### src/sv/ilt_pkg.sv
// ---------------------------------------------------------------------------
// ilt_pkg: shared types and constants of the line tracker PID block
// Stream layouts, configuration record, sensor pattern classifier and the
// control record handed from the sequencer to the PID multiply unit.
// ---------------------------------------------------------------------------
package ilt_pkg;

    // stream widths
    localparam int IN_W       = 56;
    localparam int OUT_W      = 72;
    localparam int CFG_IDX_W  = 3;
    localparam int CFG_DATA_W = 16;

    // parameter defaults
    localparam int ALL_ONES_LIMIT_DEF = 3;
    localparam int SUM_LIMIT_DEF      = 25600;
    localparam int BEEP_MS_DEF        = 100;
    localparam int REARM_MS_DEF       = 500;
    localparam int QUEUE_DEPTH_DEF    = 4;

    // configuration register indexes
    localparam logic [CFG_IDX_W-1:0] REG_GAIN_P     = 3'd0;
    localparam logic [CFG_IDX_W-1:0] REG_GAIN_I     = 3'd1;
    localparam logic [CFG_IDX_W-1:0] REG_GAIN_D     = 3'd2;
    localparam logic [CFG_IDX_W-1:0] REG_FULL_TURN  = 3'd3;
    localparam logic [CFG_IDX_W-1:0] REG_SLIGHT     = 3'd4;
    localparam logic [CFG_IDX_W-1:0] REG_MEDIUM     = 3'd5;
    localparam logic [CFG_IDX_W-1:0] REG_STRONG     = 3'd6;
    localparam logic [CFG_IDX_W-1:0] REG_EXTREME    = 3'd7;

    // sensor pattern kinds
    localparam logic [2:0] K_NONE      = 3'd0;
    localparam logic [2:0] K_WEIGHT    = 3'd1;
    localparam logic [2:0] K_CENTER    = 3'd2;
    localparam logic [2:0] K_ALL_ONES  = 3'd3;
    localparam logic [2:0] K_LEFT_OUT  = 3'd4;
    localparam logic [2:0] K_RIGHT_OUT = 3'd5;

    // weight selects
    localparam logic [1:0] W_SLIGHT  = 2'd0;
    localparam logic [1:0] W_MEDIUM  = 2'd1;
    localparam logic [1:0] W_STRONG  = 2'd2;
    localparam logic [1:0] W_EXTREME = 2'd3;

    // 0.2 in Q.8
    localparam logic [12:0] FRAC_STEP = 13'd51;

    typedef struct packed {
        logic [2:0] kind;
        logic [1:0] wsel;
        logic       neg;
        logic       frac;
        logic       mark_l;
        logic       mark_r;
    } cls_t;

    typedef struct packed {
        cls_t               cls;
        logic               read_ok;
        logic signed [11:0] heading;
        logic [31:0]        now_ms;
    } item_t;

    typedef struct packed {
        logic [15:0] gain_p;
        logic [15:0] gain_i;
        logic [15:0] gain_d;
        logic [9:0]  full_turn_drive;
        logic [11:0] slight_weight;
        logic [11:0] medium_weight;
        logic [11:0] strong_weight;
        logic [11:0] extreme_weight;
    } cfg_t;

    typedef struct packed {
        logic signed [13:0] e;
        logic signed [23:0] sum;
        logic signed [14:0] diff;
    } pid_op_t;

    typedef struct packed {
        logic    start;
        pid_op_t op;
    } pid_req_t;

    // priority table of sensor patterns
    function automatic cls_t classify(input logic [7:0] b);
        cls_t c;
        c        = '0;
        c.kind   = K_NONE;
        c.mark_l = ((b & 8'hC1) == 8'h01);
        c.mark_r = ((b & 8'h83) == 8'h80);
        unique case (b)
            8'hEF: begin c.kind = K_WEIGHT; c.wsel = W_SLIGHT; end
            8'hF7: begin c.kind = K_WEIGHT; c.wsel = W_SLIGHT; c.neg = 1'b1; end
            8'hCF: begin c.kind = K_WEIGHT; c.wsel = W_SLIGHT; c.frac = 1'b1; end
            8'hF3: begin c.kind = K_WEIGHT; c.wsel = W_SLIGHT; c.frac = 1'b1; c.neg = 1'b1; end
            8'hDF: begin c.kind = K_WEIGHT; c.wsel = W_MEDIUM; end
            8'hFB: begin c.kind = K_WEIGHT; c.wsel = W_MEDIUM; c.neg = 1'b1; end
            8'h9F: begin c.kind = K_WEIGHT; c.wsel = W_MEDIUM; c.frac = 1'b1; end
            8'hF9: begin c.kind = K_WEIGHT; c.wsel = W_MEDIUM; c.frac = 1'b1; c.neg = 1'b1; end
            8'hBF: begin c.kind = K_WEIGHT; c.wsel = W_STRONG; end
            8'hFD: begin c.kind = K_WEIGHT; c.wsel = W_STRONG; c.neg = 1'b1; end
            8'h3F: begin c.kind = K_WEIGHT; c.wsel = W_STRONG; c.frac = 1'b1; end
            8'hFC: begin c.kind = K_WEIGHT; c.wsel = W_STRONG; c.frac = 1'b1; c.neg = 1'b1; end
            8'h7F: begin c.kind = K_WEIGHT; c.wsel = W_EXTREME; end
            8'hFE: begin c.kind = K_WEIGHT; c.wsel = W_EXTREME; c.neg = 1'b1; end
            8'hE7: c.kind = K_CENTER;
            8'hFF: c.kind = K_ALL_ONES;
            default:
            begin
                if (((b & 8'h07) == 8'h07) || ((b & 8'h57) == 8'h03) ||
                    ((b & 8'h2B) == 8'h01))
                begin
                    c.kind = K_LEFT_OUT;
                end
                else if (((b & 8'hE0) == 8'hE0) || ((b & 8'hEA) == 8'hC0) ||
                         ((b & 8'hD4) == 8'h80))
                begin
                    c.kind = K_RIGHT_OUT;
                end
            end
        endcase
        return c;
    endfunction

endpackage

### src/sv/ilt_front.sv
// ---------------------------------------------------------------------------
// ilt_front: input side of the line tracker
// Takes transactions from the input stream, classifies the sensor byte and
// pushes the classified item into the work queue.
// ---------------------------------------------------------------------------
module ilt_front
(
    input  logic                  s_tvalid,
    output logic                  s_tready,
    input  logic [ilt_pkg::IN_W-1:0] s_tdata,
    input  logic                  q_full,
    output logic                  q_push,
    output ilt_pkg::item_t        q_item
);
    import ilt_pkg::*;

    // accept whenever the queue has room
    assign s_tready = ~q_full;
    assign q_push   = s_tvalid & ~q_full;

    // unpack and classify
    always_comb
    begin
        q_item.cls     = classify(s_tdata[7:0]);
        q_item.read_ok = s_tdata[8];
        q_item.heading = s_tdata[20:9];
        q_item.now_ms  = s_tdata[52:21];
    end

endmodule

### src/sv/ilt_fifo.sv
// ---------------------------------------------------------------------------
// ilt_fifo: short work queue between front and back
// Register based first-in first-out queue of classified items.
// ---------------------------------------------------------------------------
module ilt_fifo
#(
    parameter int DEPTH = ilt_pkg::QUEUE_DEPTH_DEF
)
(
    input  logic           clk,
    input  logic           rst_n,
    input  logic           push,
    input  ilt_pkg::item_t din,
    output logic           full,
    input  logic           pop,
    output ilt_pkg::item_t dout,
    output logic           empty
);
    import ilt_pkg::*;

    localparam int PTR_W = (DEPTH > 1) ? $clog2(DEPTH) : 1;
    localparam int CNT_W = $clog2(DEPTH + 1);
    localparam logic [PTR_W-1:0] LAST_PTR  = PTR_W'(DEPTH - 1);
    localparam logic [CNT_W-1:0] DEPTH_CNT = CNT_W'(DEPTH);

    item_t            mem_reg [DEPTH];
    logic [PTR_W-1:0] wr_ptr_reg, wr_ptr_next;
    logic [PTR_W-1:0] rd_ptr_reg, rd_ptr_next;
    logic [CNT_W-1:0] cnt_reg, cnt_next;
    logic             do_push, do_pop;

    assign full    = (cnt_reg == DEPTH_CNT);
    assign empty   = (cnt_reg == '0);
    assign do_push = push & ~full;
    assign do_pop  = pop & ~empty;
    assign dout    = mem_reg[rd_ptr_reg];

    // pointer and fill count
    always_comb
    begin
        wr_ptr_next = wr_ptr_reg;
        rd_ptr_next = rd_ptr_reg;
        cnt_next    = cnt_reg;
        if (do_push)
        begin
            wr_ptr_next = (wr_ptr_reg == LAST_PTR) ? '0 : wr_ptr_reg + 1'b1;
        end
        if (do_pop)
        begin
            rd_ptr_next = (rd_ptr_reg == LAST_PTR) ? '0 : rd_ptr_reg + 1'b1;
        end
        if (do_push && !do_pop)
        begin
            cnt_next = cnt_reg + 1'b1;
        end
        else if (do_pop && !do_push)
        begin
            cnt_next = cnt_reg - 1'b1;
        end
    end

    always_ff @(posedge clk or negedge rst_n)
    begin
        if (!rst_n)
        begin
            wr_ptr_reg <= '0;
            rd_ptr_reg <= '0;
            cnt_reg    <= '0;
        end
        else
        begin
            wr_ptr_reg <= wr_ptr_next;
            rd_ptr_reg <= rd_ptr_next;
            cnt_reg    <= cnt_next;
        end
    end

    // storage
    always_ff @(posedge clk)
    begin
        if (do_push)
        begin
            mem_reg[wr_ptr_reg] <= din;
        end
    end

endmodule

### src/sv/ilt_pid.sv
// ---------------------------------------------------------------------------
// ilt_pid: shared multiply-accumulate unit for the PID output
// One gain product per cycle, summed at Q.16, floored to Q.8 and saturated
// to signed 32 bits.
// ---------------------------------------------------------------------------
module ilt_pid
(
    input  logic              clk,
    input  logic              rst_n,
    input  ilt_pkg::pid_req_t req,
    input  ilt_pkg::cfg_t     cfg,
    output logic              done,
    output logic signed [31:0] result
);
    import ilt_pkg::*;

    localparam logic [2:0] PH_P    = 3'd0;
    localparam logic [2:0] PH_I    = 3'd1;
    localparam logic [2:0] PH_D    = 3'd2;
    localparam logic [2:0] PH_LAST = 3'd3;
    localparam logic [2:0] PH_FMT  = 3'd4;

    logic               busy_reg;
    logic [2:0]         phase_reg;
    logic [15:0]        gain;
    logic signed [23:0] opnd;
    logic signed [40:0] prod;
    logic signed [40:0] prod_reg;
    logic signed [42:0] acc_reg;
    logic signed [34:0] q;
    logic signed [31:0] sat_val;
    logic               done_reg;
    logic signed [31:0] result_reg;

    // operand select for the shared multiplier
    always_comb
    begin
        case (phase_reg)
            PH_P:    begin gain = cfg.gain_p; opnd = 24'(req.op.e); end
            PH_I:    begin gain = cfg.gain_i; opnd = req.op.sum; end
            PH_D:    begin gain = cfg.gain_d; opnd = 24'(req.op.diff); end
            default: begin gain = '0; opnd = '0; end
        endcase
        prod = 41'($signed({1'b0, gain})) * 41'(opnd);
    end

    // floor to Q.8 and saturate
    always_comb
    begin
        q = acc_reg[42:8];
        if (q > 35'sh0_7FFF_FFFF)
        begin
            sat_val = 32'sh7FFF_FFFF;
        end
        else if (q < -35'sh0_8000_0000)
        begin
            sat_val = 32'sh8000_0000;
        end
        else
        begin
            sat_val = q[31:0];
        end
    end

    always_ff @(posedge clk or negedge rst_n)
    begin
        if (!rst_n)
        begin
            busy_reg  <= 1'b0;
            phase_reg <= PH_P;
            done_reg  <= 1'b0;
        end
        else
        begin
            done_reg <= 1'b0;
            if (req.start)
            begin
                busy_reg  <= 1'b1;
                phase_reg <= PH_P;
            end
            else if (busy_reg)
            begin
                if (phase_reg == PH_FMT)
                begin
                    busy_reg <= 1'b0;
                    done_reg <= 1'b1;
                end
                else
                begin
                    phase_reg <= phase_reg + 3'd1;
                end
            end
        end
    end

    // datapath
    always_ff @(posedge clk)
    begin
        if (busy_reg)
        begin
            prod_reg <= prod;
            if (phase_reg == PH_P)
            begin
                acc_reg <= '0;
            end
            else if ((phase_reg == PH_I) || (phase_reg == PH_D) || (phase_reg == PH_LAST))
            begin
                acc_reg <= acc_reg + 43'(prod_reg);
            end
            if (phase_reg == PH_FMT)
            begin
                result_reg <= sat_val;
            end
        end
    end

    assign done   = done_reg;
    assign result = result_reg;

endmodule

### src/sv/ilt_back.sv
// ---------------------------------------------------------------------------
// ilt_back: tracker state and result sequencer
// Pops classified items, updates heading, turn, debounce and PID state,
// runs the PID unit when needed and drives the output register.
// ---------------------------------------------------------------------------
module ilt_back
#(
    parameter int ALL_ONES_LIMIT = ilt_pkg::ALL_ONES_LIMIT_DEF,
    parameter int SUM_LIMIT      = ilt_pkg::SUM_LIMIT_DEF,
    parameter int BEEP_MS        = ilt_pkg::BEEP_MS_DEF,
    parameter int REARM_MS       = ilt_pkg::REARM_MS_DEF
)
(
    input  logic                     clk,
    input  logic                     rst_n,
    input  ilt_pkg::item_t           item,
    input  logic                     q_empty,
    output logic                     q_pop,
    input  ilt_pkg::cfg_t            cfg,
    output ilt_pkg::pid_req_t        pid_req,
    input  logic                     pid_done,
    input  logic signed [31:0]       pid_result,
    output logic                     m_tvalid,
    input  logic                     m_tready,
    output logic [ilt_pkg::OUT_W-1:0] m_tdata
);
    import ilt_pkg::*;

    localparam logic [7:0]         RUN_LIMIT = 8'(ALL_ONES_LIMIT);
    localparam logic signed [24:0] SUM_MAX   = 25'(SUM_LIMIT);
    localparam logic signed [24:0] SUM_MIN   = -SUM_MAX;
    localparam logic [31:0]        BEEP_LIM  = 32'(BEEP_MS);
    localparam logic [31:0]        REARM_LIM = 32'(REARM_MS);

    localparam logic signed [13:0] GYRO_TURN = 14'sd800;
    localparam logic signed [13:0] HALF_TURN = 14'sd1800;
    localparam logic signed [13:0] FULL_TURN = 14'sd3600;

    localparam logic [1:0] DIR_NONE  = 2'd0;
    localparam logic [1:0] DIR_LEFT  = 2'd1;
    localparam logic [1:0] DIR_RIGHT = 2'd2;

    localparam logic [1:0] MODE_ZERO  = 2'd0;
    localparam logic [1:0] MODE_PID   = 2'd1;
    localparam logic [1:0] MODE_LEFT  = 2'd2;
    localparam logic [1:0] MODE_RIGHT = 2'd3;

    localparam logic [2:0] S_IDLE = 3'd0;
    localparam logic [2:0] S_PREP = 3'd1;
    localparam logic [2:0] S_EVAL = 3'd2;
    localparam logic [2:0] S_MUL  = 3'd3;
    localparam logic [2:0] S_OUT  = 3'd4;

    function automatic logic [15:0] sat_inc16(input logic [15:0] v);
        return (v == 16'hFFFF) ? v : v + 16'd1;
    endfunction

    // sequencer and item
    logic [2:0]  state_reg, state_next;
    item_t       item_reg;

    // prepared values
    logic               prep_beep_exp_reg, prep_rearm_reg;
    logic               prep_gyro_hit_reg, prep_gyro_right_reg;
    logic signed [13:0] prep_e_reg;
    logic signed [13:0] prep_e;
    logic               prep_beep_exp, prep_rearm, prep_gyro_hit, prep_gyro_right;
    logic signed [13:0] hd14, ref14, d0, d1, d2;
    logic [31:0]        elapsed;
    logic [11:0]        w12;
    logic [12:0]        w13;

    // tracker state
    logic signed [11:0] ref_reg, ref_next;
    logic signed [13:0] cur_reg, cur_next;
    logic signed [13:0] prev_reg, prev_next;
    logic signed [13:0] held_reg, held_next;
    logic signed [23:0] sum_reg, sum_next;
    logic               hold_reg, hold_next;
    logic [7:0]         run_reg, run_next;
    logic               lo_reg, lo_next;
    logic               ro_reg, ro_next;
    logic [1:0]         dir_reg, dir_next;
    logic               allow_reg, allow_next;
    logic [31:0]        last_reg, last_next;
    logic               beep_reg, beep_next;
    logic [15:0]        lc_reg, lc_next;
    logic [15:0]        rc_reg, rc_next;
    logic [15:0]        glc_reg, glc_next;
    logic [15:0]        grc_reg, grc_next;

    // evaluation temporaries
    logic               is_ff, allow1, allow2, cnt_l, cnt_r;
    logic [15:0]        g_inc;
    logic signed [24:0] sum_wide;
    logic [1:0]         mode_next;
    pid_op_t            op_reg, op_next;
    logic signed [31:0] hard32;
    logic signed [31:0] drive_reg;
    logic               m_tvalid_reg;
    logic [OUT_W-1:0]   m_tdata_reg;
    logic               out_load;

    // sequencer
    always_comb
    begin
        state_next = state_reg;
        q_pop      = 1'b0;
        out_load   = 1'b0;
        unique case (state_reg)
            S_IDLE:
            begin
                if (!q_empty)
                begin
                    q_pop      = 1'b1;
                    state_next = S_PREP;
                end
            end
            S_PREP: state_next = S_EVAL;
            S_EVAL: state_next = (mode_next == MODE_PID) ? S_MUL : S_OUT;
            S_MUL:
            begin
                if (pid_done)
                begin
                    state_next = S_OUT;
                end
            end
            S_OUT:
            begin
                if (!m_tvalid_reg || m_tready)
                begin
                    out_load   = 1'b1;
                    state_next = S_IDLE;
                end
            end
            default: state_next = S_IDLE;
        endcase
    end

    // heading difference, timers and line error
    always_comb
    begin
        hd14  = 14'(item_reg.heading);
        ref14 = 14'(ref_reg);
        d0    = ref14 - hd14;
        d1    = (d0 <= -HALF_TURN) ? d0 + FULL_TURN : d0;
        d2    = (d1 >= HALF_TURN) ? d1 - FULL_TURN : d1;
        prep_gyro_hit   = (d2 >= GYRO_TURN) || (d2 <= -GYRO_TURN);
        prep_gyro_right = (d2 > 14'sd0);

        elapsed       = item_reg.now_ms - last_reg;
        prep_beep_exp = (elapsed > BEEP_LIM);
        prep_rearm    = (elapsed > REARM_LIM);

        unique case (item_reg.cls.wsel)
            W_SLIGHT:  w12 = cfg.slight_weight;
            W_MEDIUM:  w12 = cfg.medium_weight;
            W_STRONG:  w12 = cfg.strong_weight;
            W_EXTREME: w12 = cfg.extreme_weight;
            default:   w12 = cfg.slight_weight;
        endcase
        w13 = {1'b0, w12} + (item_reg.cls.frac ? FRAC_STEP : 13'd0);
        if (item_reg.cls.kind != K_WEIGHT)
        begin
            prep_e = '0;
        end
        else if (item_reg.cls.neg)
        begin
            prep_e = -$signed({1'b0, w13});
        end
        else
        begin
            prep_e = $signed({1'b0, w13});
        end
    end

    assign hard32 = $signed(32'({cfg.full_turn_drive, 8'h00}));

    // one control tick
    always_comb
    begin
        ref_next   = ref_reg;
        cur_next   = cur_reg;
        prev_next  = prev_reg;
        held_next  = held_reg;
        sum_next   = sum_reg;
        hold_next  = hold_reg;
        run_next   = run_reg;
        lo_next    = lo_reg;
        ro_next    = ro_reg;
        dir_next   = dir_reg;
        allow_next = allow_reg;
        last_next  = last_reg;
        beep_next  = beep_reg;
        lc_next    = lc_reg;
        rc_next    = rc_reg;
        glc_next   = glc_reg;
        grc_next   = grc_reg;
        mode_next  = MODE_ZERO;
        op_next    = op_reg;
        is_ff      = (item_reg.cls.kind == K_ALL_ONES);
        allow1     = prep_rearm_reg | allow_reg;
        allow2     = allow1;
        cnt_l      = 1'b0;
        cnt_r      = 1'b0;
        g_inc      = '0;
        sum_wide   = '0;

        if (!item_reg.read_ok)
        begin
            // failed read: no state change; steer on the held error while holding, else zero drive
            if (hold_reg)
            begin
                mode_next   = MODE_PID;
                op_next.e   = held_reg;
                op_next.sum = sum_reg;
                op_next.diff = 15'(held_reg) - 15'(prev_reg);
            end
        end
        else
        begin
            beep_next = prep_beep_exp_reg ? 1'b0 : beep_reg;
            run_next  = is_ff ? ((run_reg == 8'hFF) ? run_reg : run_reg + 8'd1) : 8'd0;
            hold_next = is_ff && (run_next < RUN_LIMIT);
            held_next = is_ff ? held_reg : cur_reg;

            if (hold_next)
            begin
                // short all-ones run: keep steering on the held error
                mode_next    = MODE_PID;
                op_next.e    = held_next;
                op_next.sum  = sum_reg;
                op_next.diff = 15'(held_next) - 15'(prev_reg);
                prev_next    = held_next;
            end
            else if (is_ff && (lo_reg || ro_reg))
            begin
                // line lost after leaving on one side: hard turn
                if ((dir_reg == DIR_NONE) && allow1)
                begin
                    if (ro_reg)
                    begin
                        dir_next = DIR_RIGHT;
                        cnt_r    = 1'b1;
                    end
                    else
                    begin
                        dir_next = DIR_LEFT;
                        cnt_l    = 1'b1;
                    end
                end
                mode_next = lo_reg ? MODE_LEFT : MODE_RIGHT;
            end
            else
            begin
                // gyro turn correction
                if (prep_gyro_hit_reg)
                begin
                    ref_next = item_reg.heading;
                    if (prep_gyro_right_reg)
                    begin
                        g_inc    = sat_inc16(grc_reg);
                        grc_next = g_inc;
                        cnt_r    = (g_inc > rc_reg);
                    end
                    else
                    begin
                        g_inc    = sat_inc16(glc_reg);
                        glc_next = g_inc;
                        cnt_l    = (g_inc > lc_reg);
                    end
                end
                allow2 = allow1 & ~(cnt_l | cnt_r);

                case (item_reg.cls.kind) inside
                    K_LEFT_OUT, K_ALL_ONES:
                    begin
                        if (!lo_reg && !ro_reg)
                        begin
                            lo_next = 1'b1;
                        end
                        dir_next = DIR_NONE;
                        if (allow2)
                        begin
                            cnt_l = 1'b1;
                        end
                        mode_next = MODE_LEFT;
                    end
                    K_RIGHT_OUT:
                    begin
                        if (!lo_reg && !ro_reg)
                        begin
                            ro_next = 1'b1;
                        end
                        dir_next = DIR_NONE;
                        if (allow2)
                        begin
                            cnt_r = 1'b1;
                        end
                        mode_next = MODE_RIGHT;
                    end
                    default:
                    begin
                        if (item_reg.cls.kind == K_CENTER)
                        begin
                            ref_next = item_reg.heading;
                        end
                        cur_next = prep_e_reg;
                        if (item_reg.cls.mark_l || item_reg.cls.mark_r)
                        begin
                            if (!lo_reg && !ro_reg)
                            begin
                                lo_next = item_reg.cls.mark_l;
                                ro_next = ~item_reg.cls.mark_l;
                            end
                            dir_next = DIR_NONE;
                        end
                        // clamped integral
                        sum_wide = 25'(sum_reg) + 25'(prep_e_reg);
                        if (sum_wide > SUM_MAX)
                        begin
                            sum_wide = SUM_MAX;
                        end
                        else if (sum_wide < SUM_MIN)
                        begin
                            sum_wide = SUM_MIN;
                        end
                        sum_next     = sum_wide[23:0];
                        mode_next    = MODE_PID;
                        op_next.e    = prep_e_reg;
                        op_next.sum  = sum_wide[23:0];
                        op_next.diff = 15'(prep_e_reg) - 15'(prev_reg);
                        prev_next    = prep_e_reg;
                    end
                endcase
            end

            // counted turn
            allow_next = allow1;
            if (cnt_l)
            begin
                lc_next = sat_inc16(lc_reg);
            end
            if (cnt_r)
            begin
                rc_next = sat_inc16(rc_reg);
            end
            if (cnt_l || cnt_r)
            begin
                last_next  = item_reg.now_ms;
                beep_next  = 1'b1;
                allow_next = 1'b0;
            end
        end
    end

    assign pid_req.start = (state_reg == S_EVAL) && (mode_next == MODE_PID);
    assign pid_req.op    = op_reg;

    // control state
    always_ff @(posedge clk or negedge rst_n)
    begin
        if (!rst_n)
        begin
            state_reg    <= S_IDLE;
            ref_reg      <= '0;
            cur_reg      <= '0;
            prev_reg     <= '0;
            held_reg     <= '0;
            sum_reg      <= '0;
            hold_reg     <= 1'b0;
            run_reg      <= '0;
            lo_reg       <= 1'b0;
            ro_reg       <= 1'b0;
            dir_reg      <= DIR_NONE;
            allow_reg    <= 1'b0;
            last_reg     <= '0;
            beep_reg     <= 1'b0;
            lc_reg       <= '0;
            rc_reg       <= '0;
            glc_reg      <= '0;
            grc_reg      <= '0;
            m_tvalid_reg <= 1'b0;
        end
        else
        begin
            state_reg <= state_next;
            if (state_reg == S_EVAL)
            begin
                ref_reg   <= ref_next;
                cur_reg   <= cur_next;
                prev_reg  <= prev_next;
                held_reg  <= held_next;
                sum_reg   <= sum_next;
                hold_reg  <= hold_next;
                run_reg   <= run_next;
                lo_reg    <= lo_next;
                ro_reg    <= ro_next;
                dir_reg   <= dir_next;
                allow_reg <= allow_next;
                last_reg  <= last_next;
                beep_reg  <= beep_next;
                lc_reg    <= lc_next;
                rc_reg    <= rc_next;
                glc_reg   <= glc_next;
                grc_reg   <= grc_next;
            end
            if (out_load)
            begin
                m_tvalid_reg <= 1'b1;
            end
            else if (m_tready)
            begin
                m_tvalid_reg <= 1'b0;
            end
        end
    end

    // payload registers
    always_ff @(posedge clk)
    begin
        if (q_pop)
        begin
            item_reg <= item;
        end
        if (state_reg == S_PREP)
        begin
            prep_beep_exp_reg   <= prep_beep_exp;
            prep_rearm_reg      <= prep_rearm;
            prep_gyro_hit_reg   <= prep_gyro_hit;
            prep_gyro_right_reg <= prep_gyro_right;
            prep_e_reg          <= prep_e;
        end
        if (state_reg == S_EVAL)
        begin
            op_reg <= op_next;
            unique case (mode_next)
                MODE_LEFT:  drive_reg <= hard32;
                MODE_RIGHT: drive_reg <= -hard32;
                MODE_ZERO:  drive_reg <= '0;
                MODE_PID:   drive_reg <= '0;
                default:    drive_reg <= '0;
            endcase
        end
        if ((state_reg == S_MUL) && pid_done)
        begin
            drive_reg <= pid_result;
        end
        if (out_load)
        begin
            m_tdata_reg <= {7'b0, rc_reg, lc_reg, beep_reg, drive_reg};
        end
    end

    assign m_tvalid = m_tvalid_reg;
    assign m_tdata  = m_tdata_reg;

endmodule

### src/sv/ir_line_tracker_pid_top.sv
// ---------------------------------------------------------------------------
// ir_line_tracker_pid_top: infrared line tracker with PID steering
// One input transaction is one control tick; one output transaction is the
// steering drive, beeper state and turn counts after that tick.
// ---------------------------------------------------------------------------
// Usage:
//   s_* stream: one control tick per transaction. tdata fields from bit 0:
//     sensor_byte[7:0], read_ok[8], heading[20:9], now_ms[52:21], zero pad.
//   m_* stream: one result per tick, in order. tdata fields from bit 0:
//     drive[31:0], beep[32], left_turns[48:33], right_turns[64:49], zero pad.
//   cfg_*: register writes, taken on any edge with cfg_we high; write only
//     while no tick is in flight.
// Flow: a tick passes the sequencer states IDLE, PREP, EVAL and OUT; one that
//   runs the PID also waits in MUL for the five-step shared multiply-accumulate
//   unit, while hard turn and zero-drive ticks skip MUL. The back end handles
//   one tick at a time and pops the next once the current result is loaded.
// A four-entry queue keeps s_tready high while earlier ticks are processed;
//   the output register holds a result while m_tready is low, and once the
//   queue fills s_tready drops.
// Reset clears all tracker state, counters and the queue, and loads the
//   register defaults; no clearing pass is needed.
// ---------------------------------------------------------------------------
module ir_line_tracker_pid_top
#(
    parameter int ALL_ONES_LIMIT = ilt_pkg::ALL_ONES_LIMIT_DEF,
    parameter int SUM_LIMIT      = ilt_pkg::SUM_LIMIT_DEF,
    parameter int BEEP_MS        = ilt_pkg::BEEP_MS_DEF,
    parameter int REARM_MS       = ilt_pkg::REARM_MS_DEF,
    parameter int QUEUE_DEPTH    = ilt_pkg::QUEUE_DEPTH_DEF
)
(
    input  logic                            clk,
    input  logic                            rst_n,
    input  logic                            s_tvalid,
    output logic                            s_tready,
    // sensor_byte, read_ok, heading, now_ms, zero pad
    input  logic [ilt_pkg::IN_W-1:0]        s_tdata,
    output logic                            m_tvalid,
    input  logic                            m_tready,
    // drive, beep, left_turns, right_turns, zero pad
    output logic [ilt_pkg::OUT_W-1:0]       m_tdata,
    input  logic                            cfg_we,
    input  logic [ilt_pkg::CFG_IDX_W-1:0]   cfg_addr,
    input  logic [ilt_pkg::CFG_DATA_W-1:0]  cfg_wdata
);
    import ilt_pkg::*;

    cfg_t               cfg_reg;
    item_t              push_item, head_item;
    logic               q_push, q_full, q_pop, q_empty;
    pid_req_t           pid_req;
    logic               pid_done;
    logic signed [31:0] pid_result;

    // configuration registers
    always_ff @(posedge clk or negedge rst_n)
    begin
        if (!rst_n)
        begin
            cfg_reg.gain_p          <= 16'd0;
            cfg_reg.gain_i          <= 16'd0;
            cfg_reg.gain_d          <= 16'd0;
            cfg_reg.full_turn_drive <= 10'd150;
            cfg_reg.slight_weight   <= 12'd256;
            cfg_reg.medium_weight   <= 12'd512;
            cfg_reg.strong_weight   <= 12'd1024;
            cfg_reg.extreme_weight  <= 12'd1536;
        end
        else if (cfg_we)
        begin
            unique case (cfg_addr)
                REG_GAIN_P:    cfg_reg.gain_p          <= cfg_wdata;
                REG_GAIN_I:    cfg_reg.gain_i          <= cfg_wdata;
                REG_GAIN_D:    cfg_reg.gain_d          <= cfg_wdata;
                REG_FULL_TURN: cfg_reg.full_turn_drive <= cfg_wdata[9:0];
                REG_SLIGHT:    cfg_reg.slight_weight   <= cfg_wdata[11:0];
                REG_MEDIUM:    cfg_reg.medium_weight   <= cfg_wdata[11:0];
                REG_STRONG:    cfg_reg.strong_weight   <= cfg_wdata[11:0];
                REG_EXTREME:   cfg_reg.extreme_weight  <= cfg_wdata[11:0];
                default:       cfg_reg.gain_p          <= cfg_reg.gain_p;
            endcase
        end
    end

    ilt_front u_front
    (
        .s_tvalid (s_tvalid),
        .s_tready (s_tready),
        .s_tdata  (s_tdata),
        .q_full   (q_full),
        .q_push   (q_push),
        .q_item   (push_item)
    );

    ilt_fifo
    #(
        .DEPTH (QUEUE_DEPTH)
    )
    u_fifo
    (
        .clk   (clk),
        .rst_n (rst_n),
        .push  (q_push),
        .din   (push_item),
        .full  (q_full),
        .pop   (q_pop),
        .dout  (head_item),
        .empty (q_empty)
    );

    ilt_back
    #(
        .ALL_ONES_LIMIT (ALL_ONES_LIMIT),
        .SUM_LIMIT      (SUM_LIMIT),
        .BEEP_MS        (BEEP_MS),
        .REARM_MS       (REARM_MS)
    )
    u_back
    (
        .clk        (clk),
        .rst_n      (rst_n),
        .item       (head_item),
        .q_empty    (q_empty),
        .q_pop      (q_pop),
        .cfg        (cfg_reg),
        .pid_req    (pid_req),
        .pid_done   (pid_done),
        .pid_result (pid_result),
        .m_tvalid   (m_tvalid),
        .m_tready   (m_tready),
        .m_tdata    (m_tdata)
    );

    ilt_pid u_pid
    (
        .clk    (clk),
        .rst_n  (rst_n),
        .req    (pid_req),
        .cfg    (cfg_reg),
        .done   (pid_done),
        .result (pid_result)
    );

endmodule

### config.mk
export PLATFORM = sky130hd
export DESIGN_NAME = ir_line_tracker_pid_top
export DESIGN_NICKNAME = d
export VERILOG_FILES = /design/src/sv/ilt_pkg.sv /design/src/sv/ilt_front.sv /design/src/sv/ilt_fifo.sv /design/src/sv/ilt_pid.sv /design/src/sv/ilt_back.sv /design/src/sv/ir_line_tracker_pid_top.sv
export SDC_FILE = /design/constraint.sdc
export NUM_CORES = 2
export LEC_CHECK = 0
export ABC_AREA = 1
export BUFFER_PORTS_ARGS = -buffer_cell sky130_fd_sc_hd__buf_2
export CAP_MARGIN = 5
export CORE_MARGIN = 3
export CORE_UTILIZATION = 52
export DETAILED_ROUTE_END_ITERATION = 6
export PLACE_DENSITY = 0.66
export RECOVER_POWER = 50
export SYNTH_ARGS = -nofsm -noshare
export SYNTH_HDL_FRONTEND = slang
export SYNTH_SLANG_ARGS = --single-unit
### constraint.sdc
create_clock -name clk -period 16.7 [get_ports clk]
set_input_delay 3.34 -clock clk [delete_from_list [all_inputs] [get_ports clk]]
set_output_delay 3.34 -clock clk [all_outputs]
set_load 0.005 [all_outputs]
Yosys cells after proc, flatten, opt, wreduce, memory -nomap -nowiden
Memory sizes are Yosys's and may differ from the RTL's. A register that Yosys moved wholly into a read port is not among the register bits.
Cells that the tools add are included.
{ "classes": {"reduce_logical": 76, "n_eq_ne": 72, "mux": 114, "add_sub_neg": 22, "n_bitwise": 18, "mul": 1, "magnitude_cmp": 14} }
{ "ops": {"columns": ["op", "n"], "rows": [
  ["2-to-1 mux 53 bit", 6],
  ["equality test 8 bit (second input constant)", 15],
  ["2-to-1 mux 14 bit", 7],
  ["2-to-1 mux 32 bit", 3],
  ["one-hot mux 32 bit (3 select lines)", 1],
  ["one-hot mux 24 bit (3 select lines)", 1],
  ["adder 16 x 1 -> 16 bit (second input constant)", 4],
  ["equality test 16 bit (second input constant)", 4],
  ["2-to-1 mux 1 bit", 54],
  ["2-to-1 mux 12 bit", 4],
  ["2-to-1 mux 24 bit", 2],
  ["one-hot mux 12 bit (4 select lines)", 1],
  ["one-hot mux 16 bit (3 select lines)", 1],
  ["subtractor 14 x 14 -> 15 bit", 3],
  ["adder 43 x 41 -> 43 bit", 1],
  ["2-to-1 mux 43 bit", 1],
  ["multiplier 17 x 24 -> 41 bit", 1],
  ["equality test 3 bit (second input constant)", 12],
  ["> comparator 35 x 32 -> 1 bit (second input constant)", 1],
  ["less-than comparator 35 x 32 -> 1 bit (second input constant)", 1],
  ["2-to-1 mux 3 bit", 11],
  ["> comparator 16 bit", 2],
  ["> comparator 32 x 7 -> 1 bit (second input constant)", 1],
  ["> comparator 32 x 9 -> 1 bit (second input constant)", 1],
  ["other kinds (64)", 179]
]} }
{ "totals": {"out_inout_bits": 74, "input_bits": 80, "ramBits": 216, "wordCells": 365, "regBits": 595, "mem_count": 1} }
{ "mem_list": {"columns": ["name", "depth", "width", "rd", "rd_ports_with_merged_regs", "write_ports", "line_no", "source"], "rows": [
  ["u_fifo.mem_reg", 4, 54, 1, 1, 1, "ilt_fifo.sv:26", "item_t mem_reg [DEPTH];"]
]} }

Logic depth before layout (Yosys ltp)
{ "logic_depth": {"word_depth": 20, "depth_mapped": 37, "ltp_nobuf": 37} }

Modules after synthesis
A second synthesis with hierarchy kept.
{ "hier_totals": {"cells_unflattened": 7200, "hier_area_um2": 61624.1} }
{ "by_module_without_submodules": {"columns": ["module", "n_inst", "cells_each", "area_each_um2", "seq_area_each_um2"], "rows": [
  ["ilt_back", 1, 2709, 23626.4, 11496.0],
  ["ilt_pid", 1, 3177, 23421.2, 3608.5],
  ["ilt_fifo", 1, 690, 9589.2, 6661.4],
  ["ir_line_tracker_pid_top", 1, 482, 4186.5, 2663.8],
  ["ilt_front", 1, 142, 800.8, 0.0]
]} }

Least setup slack after synthesis
No wires, ideal clock.
{ "synth_path": {"path_kind": "flip-flop to flip-flop", "startpoint": "register u_pid.phase_reg[0]", "endpoint": "register u_pid.prod_reg[38] (data pin)", "required_time_ps": 16435, "slack_ps": 9350, "arrival_ps": 7085, "path_stages_with_launch": 33, "period_less_slack_ps": 7350, "path_buffers": 2, "setup_ps": 265, "path_cell_list": "dfrtp_1 > inv_1 > ha_1 > nand2_1 > inv_2 > clkbuf_1 > nand2_1 > nand3_1 > clkbuf_1 > nand2_1 > fa_1 > inv_1 > fa_1 > fa_1 > fa_1 > fa_1 > inv_1 > fa_1 > inv_1 > ha_1 > nand2_1 > nor2_1 > nand4_1 > nor4_1 > a21oi_1 > o21ai_0 > a21oi_1 > o21ai_0 > nand3_1 > nand2_1 > a21oi_1 > o21ai_0 > xor2_1"} }
{ "synth_via": {"elab_chain_cells": 3, "word_cells_on_any_way": 6, "cone_classes": "1 x mul; 2 x eq/ne; 2 x mux; 1 x reduce/logical"} }
{ "synth_rtl": {"columns": ["element", "line_no", "source"], "rows": [
  ["start, declared", "ilt_pid.sv:24", "logic [2:0] phase_reg;"],
  ["start signal, assigned", "ilt_pid.sv:90", "phase_reg <= phase_reg + 3'd1;"],
  ["equality test 3 x 2 -> 1 bit, or another cell as far along", "ilt_pid.sv:38", "case (phase_reg)"],
  ["one-hot mux 16 bit (3 select lines) / one-hot mux 24 bit (3 select lines) (equally long branches)", "ilt_pid.sv:38", null],
  ["multiplier 17 x 24 -> 41 bit *", "ilt_pid.sv:44", "prod = 41'($signed({1'b0, gain})) * 41'(opnd);"],
  ["via u_pid.prod[38]", "ilt_pid.sv:27", "logic signed [40:0] prod;"],
  ["end signal, assigned", "ilt_pid.sv:101", "prod_reg <= prod;"],
  ["end, declared", "ilt_pid.sv:28", "logic signed [40:0] prod_reg;"]
]} }
The timed path passes the listed nets; every way through them passes the cells marked *.
A chain may end at the register's enable or synchronous reset.

Final worst setup path
Ends and elaborated chain as after synthesis.

==> impl_metrics.toml <==
[route]
drt_iter0_drc = 3191
routedWlPerCell_um = 16.8
drc = 0
finalWirelength_um = 132000
dr.pass1.iters = 6
vias_per_cell = 5.33
vias = 41800
drtAntennaViolNets = 0

[critical_path]
cp-start-kind = "register"
critical_path.top_delay_family = "adder cells"
worstRegToRegCells = 33
cpMaxStageDelayCell = "clkbuf_1"
cp-startpoint = "u_pid.phase_reg[0]$_DFFE_PN0P_"
reg2reg_slack_ps = 5100
required_ps = 17110
worstPathArrival_ps = 12000
cp_num_cells = 33
crit_path_max_fanout = 46
r2r_start = "u_pid.phase_reg[0]$_DFFE_PN0P_"
r2r_end = "u_pid.prod_reg[38]$_DFFE_PP_"
cp_slowest_stage_delay_ps = 1980
end_kind = "register"
crit_buf_inv = 7
endpoint = "u_pid.prod_reg[38]$_DFFE_PP_"
path_class = "register to register"

[clocking]
cts.path.max_buffers = 3
cts.hold.buffers_added = 0
clk_latency_ps = 690
post_cts_buffers = 0
cts-resized-gates = 0
cts_htree_levels = 3
cts_buffers = 93
cts_root_buf = "clkbuf_16"
cts_tree = "done"
cts_sinks = 865
path_clk_slew_ps = 60

[synthesis]
async_reset_ff_share_pct = 36.0
ys_types = 64
synthCells = 6248
synth_edf_count = 554
avgSynthCellArea_um2 = 9.09
syn_area_um2 = 56800
ys.flop_type = "edfxtp_1"
yosysWarnings = 0
synth_seq_cells = 865
yosysSeqAreaShare_pct = 43.0

[placed_design]
port_buffers = 143
routabilityCongestion = 0.895
pre_cts_slack_ps = 6710
dpl.cell_count = 7658
hpwl_um = 94500

[timing]
rsz0062_at_grt = "false"
tns_ps = 0
finalMaxSlewViolations = 713
timing.fmax_mhz = 86.2
whs_ps = 417
min_period_ps = 11600
period_share_pct = 69.4
worst_pin_slew_ps = 3800
slew_headroom_pct = -153
worst_slack_ps = 5100
clock-skew-final_ps = 37.4
hold_viol = 0
finalSetupViolCount = 0

[hold_path]
min_path_type = "register to register"
worstHoldStart = "u_back.drive_reg[24]$_DFFE_PP_"

[cells_and_area]
area_growth_pct = 9.14
fin_nets = 7095
layoutNonFillerInstCount = 7838
fillCellCount = 9396
drive_above_1_share_pct = 5.62
largest_reg_flops = 216

[job]
drv_cap = 16

[die]
die_h_um = 336
rows = 120
io_pins = 154
dieWidth_um = 336
core_area_um2 = 108000
start_util_pct = 52.7
dieArea_um2 = 113000

[grt]
grt_first_pass_wirelength_um = 216000
overflow = 0
grtUsageTotal_pct = 23.7
grt_pass1_vias = 41000
grt_max_degree = 79
antenna_found_initial = 12

[run_status]
status = "finished, violations left"
violations = "capacitance limit, slew limit"
-- cells in the mapped netlist (all sizes together) (9+ instances only) --
| master | count | area share (%) |
|---|---|---|
| o21bai | 13 | 0.17 |
| or2 | 26 | 0.29 |
| a31oi | 29 | 0.32 |
| o211ai | 12 | 0.16 |
| ha | 281 | 6.2 |
| a21boi | 9 | 0.12 |
| fa | 384 | 14 |
| inv | 1127 | 7.5 |
| xnor2 | 39 | 0.60 |
| nand3 | 173 | 1.6 |
| a21oi | 300 | 2.7 |
| nor3 | 97 | 0.86 |
| buf | 15 | 0.18 |
| nand4 | 33 | 0.36 |
| o21ai | 522 | 4.6 |
| o21a | 38 | 0.50 |
| nor2 | 388 | 2.6 |
| o22ai | 55 | 0.61 |
| clkbuf | 177 | 1.2 |
| nand2 | 1432 | 9.6 |
| dfrtp | 302 | 13 |
| xor2 | 134 | 2.1 |
| nor4 | 24 | 0.26 |
| dfstp | 9 | 0.42 |
| edfxtp | 554 | 29 |
-- layer usage --
layer  GRT usage, %  part of all wire [%]
met1           33.6                    45
met2           38.0                    45
met3           4.18                   6.9
met4           6.04                   2.3
met5              0                     0
-- stage by stage --
stage / instance area [um^2] / utilization (%)
3_3_place_gp: 59000 / 54.8
5_1_grt: 62000 / 57.6
3_5_place_dp: 59000 / 54.8
6_report: 62000 / 57.6
2_1_floorplan: 56800 / -
4_1_cts: 62100 / 57.7
-- kinds of logic after synthesis --
family	Yosys count	synth area share (%)
multiplexers	2	0.0397
XOR/XNOR	173	2.67
buffers and inverters	1327	8.86
flip-flops	865	43.0
other	1	0.00661
adder cells (fa/ha/maj)	665	19.7
AND/OR/NAND/NOR	2187	15.7
AO/OA/AOI/OAI	1028	9.91
-- worst reg2reg max path, delay by kind of cell, from the launching register on --
family	cells	cell delay (ps)
AO/OA/AOI/OAI	10	2170
XOR/XNOR	1	160
adder cells (fa/ha/maj)	8	3690
buffers and inverters	7	2690
flip-flops	1	400
AND/OR/NAND/NOR	7	2250
-- cell usage in the layout, fill, tap and decap left out, drive strengths merged, types with 55 or more instances in the layout --
master	count
nand2	1432
inv	1130
edfxtp	554
o21ai	522
nor2	388
fa	384
dfrtp	302
a21oi	300
ha	281
clkbuf	195
nand3	173
xor2	134
buf	127
nor3	97
o22ai	55
-- worst min path at each step --
| stage | end | depth (start not counted) | slack, ps |
|---|---|---|---|
| after floorplan | u_back.m_tdata[0]$_DFFE_PP_ | 0 | 400 |
| after CTS | u_back.m_tdata[10]$_DFFE_PP_ | 0 | 420 |
| after global routing | u_back.m_tdata[4]$_DFFE_PP_ | 0 | 420 |
| after global placement | u_back.m_tdata[0]$_DFFE_PP_ | 0 | 400 |
| final | u_back.m_tdata[24]$_DFFE_PP_ | 0 | 420 |
| after detailed placement | u_back.m_tdata[10]$_DFFE_PP_ | 0 | 400 |
-- layout make-up --
class | instances | area [um^2] | share of cell area [%]
antenna | 6 | 15.0 | 0.0242
clock buffer | 129 | 2590 | 4.19
clock inverter | 45 | 562 | 0.907
inverter | 1135 | 4260 | 6.88
multi-input combinational | 4062 | 27400 | 44.2
sequential | 865 | 24400 | 39.4
tap | 1403 | 1760 | 2.83
timing repair buffer | 193 | 968 | 1.56
Power is not shown: default switching activity piles up to over one toggle a cycle in this logic, so the estimate is an artifact.
